### src/rtl/bc_pkg.sv
// ----------------------------------------------------------------------------
// bc_pkg
// Shared widths, state codes and the command and status bundles that pass
// between the binomial coefficient controller and its datapath.
// ----------------------------------------------------------------------------
`default_nettype none

package bc_pkg;

  localparam int FIELD_W   = 6;
  localparam int COEF_W    = 60;
  localparam int PROD_W    = 70;
  localparam int DCNT_W    = $clog2(PROD_W);
  localparam int MAX_N_DEF = 63;

  localparam int STATE_W = 3;
  localparam logic [STATE_W-1:0] ST_IDLE = 3'd0;
  localparam logic [STATE_W-1:0] ST_TEST = 3'd1;
  localparam logic [STATE_W-1:0] ST_MUL  = 3'd2;
  localparam logic [STATE_W-1:0] ST_DIV  = 3'd3;
  localparam logic [STATE_W-1:0] ST_PUSH = 3'd4;

  typedef struct packed {
    logic load;
    logic mul;
    logic div;
    logic push;
  } cmd_t;

  typedef struct packed {
    logic steps_done;
    logic div_last;
  } sts_t;

endpackage

`default_nettype wire

### src/rtl/bc_ctrl.sv
// ----------------------------------------------------------------------------
// bc_ctrl
// Sequencer for the binomial coefficient: one multiply and one bit-serial
// exact division per step, then hands the result to the output register.
// ----------------------------------------------------------------------------
`default_nettype none

module bc_ctrl (
  input  wire logic         clk,
  input  wire logic         rst_n,
  input  wire logic         in_valid,
  output logic              in_stall,
  output logic              out_valid,
  input  wire logic         out_stall,
  output bc_pkg::cmd_t      cmd,
  input  wire bc_pkg::sts_t sts
);

  logic [bc_pkg::STATE_W-1:0] state_r, state_nxt;
  logic                       out_valid_r, out_valid_nxt;
  logic                       push_ok;

  assign in_stall  = (state_r != bc_pkg::ST_IDLE);
  assign out_valid = out_valid_r;
  assign push_ok   = !out_valid_r || !out_stall;

  always_comb begin
    state_nxt = state_r;
    cmd       = '0;
    unique case (state_r)
      bc_pkg::ST_IDLE: begin
        if (in_valid) begin
          cmd.load  = 1'b1;
          state_nxt = bc_pkg::ST_TEST;
        end
      end
      bc_pkg::ST_TEST: begin
        state_nxt = sts.steps_done ? bc_pkg::ST_PUSH : bc_pkg::ST_MUL;
      end
      bc_pkg::ST_MUL: begin
        cmd.mul   = 1'b1;
        state_nxt = bc_pkg::ST_DIV;
      end
      bc_pkg::ST_DIV: begin
        cmd.div = 1'b1;
        if (sts.div_last) begin
          state_nxt = bc_pkg::ST_TEST;
        end
      end
      bc_pkg::ST_PUSH: begin
        if (push_ok) begin
          cmd.push  = 1'b1;
          state_nxt = bc_pkg::ST_IDLE;
        end
      end
      default: begin
        state_nxt = bc_pkg::ST_IDLE;
      end
    endcase
  end

  assign out_valid_nxt = cmd.push | (out_valid_r & out_stall);

  always_ff @(posedge clk) begin
    if (!rst_n) begin
      state_r     <= bc_pkg::ST_IDLE;
      out_valid_r <= 1'b0;
    end else begin
      state_r     <= state_nxt;
      out_valid_r <= out_valid_nxt;
    end
  end

endmodule

`default_nettype wire

### src/rtl/bc_datapath.sv
// ----------------------------------------------------------------------------
// bc_datapath
// Running product, step counter, narrow multiplier, restoring divider that
// retires one quotient bit per cycle, and the result register.
// ----------------------------------------------------------------------------
`default_nettype none

module bc_datapath #(
  parameter int MAX_N = bc_pkg::MAX_N_DEF
) (
  input  wire logic                       clk,
  input  wire logic                       rst_n,
  input  wire logic [bc_pkg::FIELD_W-1:0] in_n_total,
  input  wire logic [bc_pkg::FIELD_W-1:0] in_choose_count,
  output logic      [bc_pkg::COEF_W-1:0]  out_coefficient,
  input  wire bc_pkg::cmd_t               cmd,
  output bc_pkg::sts_t                    sts
);

  localparam int FW = bc_pkg::FIELD_W;
  localparam int PW = bc_pkg::PROD_W;
  localparam int CW = bc_pkg::DCNT_W;

  logic [PW-1:0] acc_r, acc_nxt;
  logic [FW-1:0] held_n_r, held_n_nxt;
  logic [FW-1:0] eff_r_r, eff_r_nxt;
  logic [FW-1:0] step_r, step_nxt;
  logic [FW-1:0] rem_r, rem_nxt;
  logic [CW-1:0] dcnt_r, dcnt_nxt;
  logic [bc_pkg::COEF_W-1:0] coef_r, coef_nxt;

  logic          bad_in;
  logic [FW-1:0] comp_r;
  logic [FW-1:0] factor;
  logic [FW-1:0] divisor;
  logic [PW+FW-1:0] prod;
  logic [FW:0]   trial;
  logic          qbit;

  assign bad_in  = (in_choose_count > in_n_total) ||
                   ({1'b0, in_n_total} > (FW+1)'(MAX_N));
  assign comp_r  = in_n_total - in_choose_count;
  assign factor  = held_n_r - step_r;
  assign divisor = step_r + FW'(1);
  assign prod    = acc_r * factor;
  // Shift the next dividend bit into the partial remainder and try the divisor.
  assign trial   = {rem_r, acc_r[PW-1]};
  assign qbit    = (trial >= {1'b0, divisor});

  assign sts.steps_done = (step_r == eff_r_r);
  assign sts.div_last   = (dcnt_r == CW'(PW-1));

  always_comb begin
    acc_nxt    = acc_r;
    held_n_nxt = held_n_r;
    eff_r_nxt  = eff_r_r;
    step_nxt   = step_r;
    rem_nxt    = rem_r;
    dcnt_nxt   = dcnt_r;
    coef_nxt   = coef_r;
    if (cmd.load) begin
      held_n_nxt = in_n_total;
      step_nxt   = '0;
      if (bad_in) begin
        eff_r_nxt = '0;
        acc_nxt   = '0;
      end else begin
        eff_r_nxt = (in_choose_count > comp_r) ? comp_r : in_choose_count;
        acc_nxt   = PW'(1);
      end
    end
    if (cmd.mul) begin
      acc_nxt  = prod[PW-1:0];
      rem_nxt  = '0;
      dcnt_nxt = '0;
    end
    if (cmd.div) begin
      // The quotient bits fill in from the bottom as the dividend leaves the top.
      acc_nxt  = {acc_r[PW-2:0], qbit};
      rem_nxt  = qbit ? FW'(trial - {1'b0, divisor}) : trial[FW-1:0];
      dcnt_nxt = dcnt_r + CW'(1);
      if (sts.div_last) begin
        step_nxt = step_r + FW'(1);
      end
    end
    if (cmd.push) begin
      coef_nxt = acc_r[bc_pkg::COEF_W-1:0];
    end
  end

  always_ff @(posedge clk) begin
    if (!rst_n) begin
      acc_r    <= '0;
      held_n_r <= '0;
      step_r   <= '0;
      eff_r_r  <= '0;
      dcnt_r   <= '0;
    end else begin
      acc_r    <= acc_nxt;
      held_n_r <= held_n_nxt;
      step_r   <= step_nxt;
      eff_r_r  <= eff_r_nxt;
      dcnt_r   <= dcnt_nxt;
    end
  end

  always_ff @(posedge clk) begin
    rem_r    <= rem_nxt;
    coef_r   <= coef_nxt;
  end

  assign out_coefficient = coef_r;

endmodule

`default_nettype wire

### src/rtl/binomial_coefficient.sv
// Steps: one per unit of k = min(r, n - r), none in a trivial case.
// Throughput: one item at a time; each step is one multiply, an exact division
// by the one-bit-per-cycle divider, and one check.
// Reset: synchronous, active low; returns to idle with no result pending.
// ----------------------------------------------------------------------------
// binomial_coefficient
// Computes n choose r with a shared multiplier and a bit-serial exact divider;
// gives zero when r exceeds n or n exceeds MAX_N.
// ----------------------------------------------------------------------------
`default_nettype none

module binomial_coefficient #(
  parameter int MAX_N = bc_pkg::MAX_N_DEF
) (
  input  wire logic                       clk,
  input  wire logic                       rst_n,
  input  wire logic                       in_valid,
  output logic                            in_stall,
  input  wire logic [bc_pkg::FIELD_W-1:0] in_n_total,
  input  wire logic [bc_pkg::FIELD_W-1:0] in_choose_count,
  output logic                            out_valid,
  input  wire logic                       out_stall,
  output logic      [bc_pkg::COEF_W-1:0]  out_coefficient
);

  bc_pkg::cmd_t cmd;
  bc_pkg::sts_t sts;

  bc_ctrl u_ctrl (
    .clk       (clk),
    .rst_n     (rst_n),
    .in_valid  (in_valid),
    .in_stall  (in_stall),
    .out_valid (out_valid),
    .out_stall (out_stall),
    .cmd       (cmd),
    .sts       (sts)
  );

  bc_datapath #(
    .MAX_N (MAX_N)
  ) u_datapath (
    .clk             (clk),
    .rst_n           (rst_n),
    .in_n_total      (in_n_total),
    .in_choose_count (in_choose_count),
    .out_coefficient (out_coefficient),
    .cmd             (cmd),
    .sts             (sts)
  );

endmodule

`default_nettype wire
### config.mk
export PLATFORM = sky130hd
export DESIGN_NAME = binomial_coefficient
export DESIGN_NICKNAME = d
export VERILOG_FILES = /design/src/rtl/bc_pkg.sv /design/src/rtl/bc_ctrl.sv /design/src/rtl/bc_datapath.sv /design/src/rtl/binomial_coefficient.sv
export SDC_FILE = /design/constraint.sdc
export NUM_CORES = 1
export LEC_CHECK = 0
export BUFFER_PORTS_ARGS = -buffer_cell sky130_fd_sc_hd__buf_2
export CORE_MARGIN = 2
export CORE_UTILIZATION = 35
export CTS_BUF_LIST = sky130_fd_sc_hd__clkbuf_16
export CTS_CLUSTER_DIAMETER = 100
export CTS_CLUSTER_SIZE = 28
export DETAILED_ROUTE_END_ITERATION = 6
export GPL_ROUTABILITY_DRIVEN = 0
export PLACE_DENSITY_LB_ADDON = 0.1
export SLEW_MARGIN = 0
export SYNTH_ARGS = -nofsm -noshare
export SYNTH_HDL_FRONTEND = slang
export SYNTH_SLANG_ARGS = --single-unit
### constraint.sdc
create_clock -name clk -period 17.8 [get_ports clk]
set_clock_uncertainty 0.1 [all_clocks]
set_input_delay 3.56 -clock clk [delete_from_list [all_inputs] [get_ports clk]]
set_output_delay 3.56 -clock clk [all_outputs]
set_load 0.005 [all_outputs]
==> flow_metrics.env <==
export IMPL_status="finished, final reports clean"
export IMPL_diodes=0
export IMPL_synth_seq_cells=165
export IMPL_critPathTopFamily="compound AO/OA/AOI/OAI gates"
export IMPL_dp_hpwl_um=40200
export IMPL_io_pins=78
export IMPL_yosys_most_used_dff="dfxtp_1"
export IMPL_synth_top_cell_area_share_pct=26.7
export IMPL_finalCriticalPeriod_ns=7.35
export IMPL_numPortBuffers=77
export IMPL_dp_slack_ns=10.51
export IMPL_netlist_area_um2=19800
export IMPL_cts_root_buf="clkbuf_16"
export IMPL_cts_sinks=165
export IMPL_die_h_um=242
export IMPL_layout_nets=2620
export IMPL_total_leakage_power_nw=8.40
export IMPL_grt_max_degree=85
export IMPL_layout_drive_gt1_share_pct=7.01
export IMPL_antenna_found_initial=1
export IMPL_cts_buffers=17
export IMPL_final_setup_tns_ns=0
export IMPL_grt_pass1_wl_um=90800
export IMPL_clk_latency_ns=0.51
export IMPL_clockBufferDepth=2
export IMPL_worst_hold_path_type="reg -> reg"
export IMPL_cts_tree="done"
export IMPL_synth_edf_count=66
export IMPL_async_reset_ff_share_pct=0
export IMPL_clkTransAtPathRegs_ns=0.08
export IMPL_start_util_pct=35.3
export IMPL_synth_cells=2243
export IMPL_slew_headroom_pct=26.6
export IMPL_synth_seq_area_share_pct=20.0
export IMPL_vdd_ir_drop_max_v=0.0000860
export IMPL_postCtsHoldBufs=0
export IMPL_ys_warn_count=0
export IMPL_ant_nets=0
export IMPL_drt_iter0_markers=960
export IMPL_cts_setup_buffers=0
export IMPL_hold_viol=0
export IMPL_row_count=87
export IMPL_critical_path_class="reg -> reg"
export IMPL_netlist_top_cells_area="fa_1, dfxtp_1, edfxtp_1, and2_1, ha_1"
export IMPL_rsz0062_at_grt="false"
export IMPL_p_per_area_nw_per_um2=52.9
export IMPL_final_cell_count_no_fill=3011
export IMPL_die_area_um2=58500
export IMPL_grt_overflow_total=0
export IMPL_cap_viol_max_count=0
export IMPL_core_um2=56200
export IMPL_cp_max_fo=32
export IMPL_synth_cell_type_count=71
export IMPL_dp_cells=2979
export IMPL_fin_ws_ns=10.45
export IMPL_via_per_inst=5.16
export IMPL_crit_path_top_delay_cell="a2111oi_0"
export IMPL_vias=15522
export IMPL_setup_viol=0
export IMPL_drc_errors=0
export IMPL_synth_nets=2621
export IMPL_worst_slew_pin_slew_ns=1.10
export IMPL_cts_resized_gates=0
export IMPL_max_freq_ghz=0.136
export IMPL_wirelength_um=54800
export IMPL_end_kind="register"
export IMPL_synth_common_cells="inv_1, fa_1, nand2_1, and2_1, a21oi_1"
export IMPL_grtUsageTotal_pct=19.4
export IMPL_finalCritPeriodShare_pct=41.3
export IMPL_startpoint_type="register"
export IMPL_slowest_delay_ns=0.92
export IMPL_avgSynthCellArea_um2=8.83
export IMPL_avgRoutedWirePerCell_um=18.2
export IMPL_htreeDepth=4
export IMPL_die_x_um=242
export IMPL_dr_pass1_iters=7
export IMPL_arrival_ns=7.62
export IMPL_area_growth_pct=8.49
export IMPL_required_ns=18.07
export IMPL_grt_pass1_vias=16373
export IMPL_drv_slew=0
export IMPL_crit_buf_inv=4
export IMPL_yosysTopAreaCell="fa_1"
export IMPL_yosysMostFrequentCell="inv_1"
export IMPL_path_common_cell="a21oi_1"
## logic make-up after synthesis
group	count (synthesis)	synth area share (%)
compound gates	424	14.5
xor+xnor	92	4.07
fa+ha+maj	362	32.9
buf+inv	420	7.99
flops	165	20.0
mux	11	0.562
simple gates	769	20.0
## cell type report
class | count | area [µm²]
fill | 5861 | 34700
clock inverter | 15 | 146
inverter | 303 | 1140
timing repair buffer | 97 | 536
clock buffer | 17 | 425
sequential | 165 | 3970
multi-input combinational | 1658 | 14300
tap | 756 | 946
## where the power goes
group          switching (W)  internal, W
clock               0.000196     0.000196
combinational       0.000206    0.0000977
sequential         0.0000276     0.000413
total               0.000430     0.000707
## path summary, 6_finish.rpt
path,start,to,slack (ns),depth (start not counted)
setup / recovery,u_datapath.step_r[1]$_SDFF_PN0_,u_datapath.acc_r[57]$_SDFFE_PN0P_,10.45,25
hold / removal,u_datapath.held_n_r[0]$_SDFFE_PN0P_,u_datapath.held_n_r[0]$_SDFFE_PN0P_,0.38,2
setup reg to reg,u_datapath.step_r[1]$_SDFF_PN0_,u_datapath.acc_r[57]$_SDFFE_PN0P_,10.45,25
hold reg to reg,u_datapath.held_n_r[0]$_SDFFE_PN0P_,u_datapath.held_n_r[0]$_SDFFE_PN0P_,0.38,2
## placed cells by master (no fill, tap or decap), types with 6 or more instances in the layout
| cell type | count |
|---|---|
| inv_1 | 303 |
| fa_1 | 263 |
| nand2_1 | 251 |
| and2_1 | 213 |
| a21oi_1 | 118 |
| dfxtp_1 | 98 |
| ha_1 | 97 |
| o21ai_0 | 77 |
| buf_2 | 77 |
| nand2b_1 | 70 |
| nor2_1 | 70 |
| edfxtp_1 | 66 |
| xnor2_1 | 57 |
| nor2b_1 | 56 |
| a21o_1 | 49 |
| nand3_1 | 35 |
| xor2_1 | 31 |
| a222oi_1 | 27 |
| nand4_1 | 20 |
| buf_4 | 20 |
| clkbuf_16 | 17 |
| o221ai_1 | 16 |
| nor3_1 | 15 |
| a21boi_0 | 14 |
| a22oi_1 | 14 |
| o21bai_1 | 13 |
| a211oi_1 | 11 |
| a31oi_1 | 11 |
| o21a_1 | 11 |
| mux2i_1 | 10 |
| and3_1 | 10 |
| o211ai_1 | 9 |
| o31ai_1 | 8 |
| or3_1 | 6 |
## worst min-delay path: cells and delay by family (launching register included)
family	cells	cell delay (ns)
DFF	1	0.31
AOI/OAI and AO/OA	1	0.07
and+or+nand+nor	1	0.05
## per-stage QoR
stage,total power (W),area [µm²],util (%),hold WS [ns]
2_1_floorplan,0.000644,19800,-,0.306
5_1_grt,0.00121,21500,38.3,0.415
6_report,0.00114,21500,38.3,0.378
3_3_place_gp,0.000753,20900,37.3,0.377
4_1_cts,0.00116,21500,38.3,0.386
3_5_place_dp,0.000756,20900,37.3,0.374
## flip-flops by register name, indices dropped and copies added, names as in the netlist
signal and count:
u_ctrl.state_r 3, u_datapath.acc_r 70, u_datapath.eff_r_r 6, u_datapath.held_n_r 6
u_datapath.step_r 6, u_datapath.dcnt_r 7, u_ctrl.out_valid 1, u_datapath.out_coefficient 60
u_datapath.rem_r 6
## per-layer routing
layer / global-route usage (%) / share of wire, % / vias up
met1: 26.3 / 47 / 7834
li1: - / - / 7343
met2: 32.2 / 48 / 301
met3: 2.92 / 3.8 / 44
met4: 5.27 / 1.7 / 0
met5: 0 / 0 / -
No activity file was read; power rests on OpenSTA's default activity.
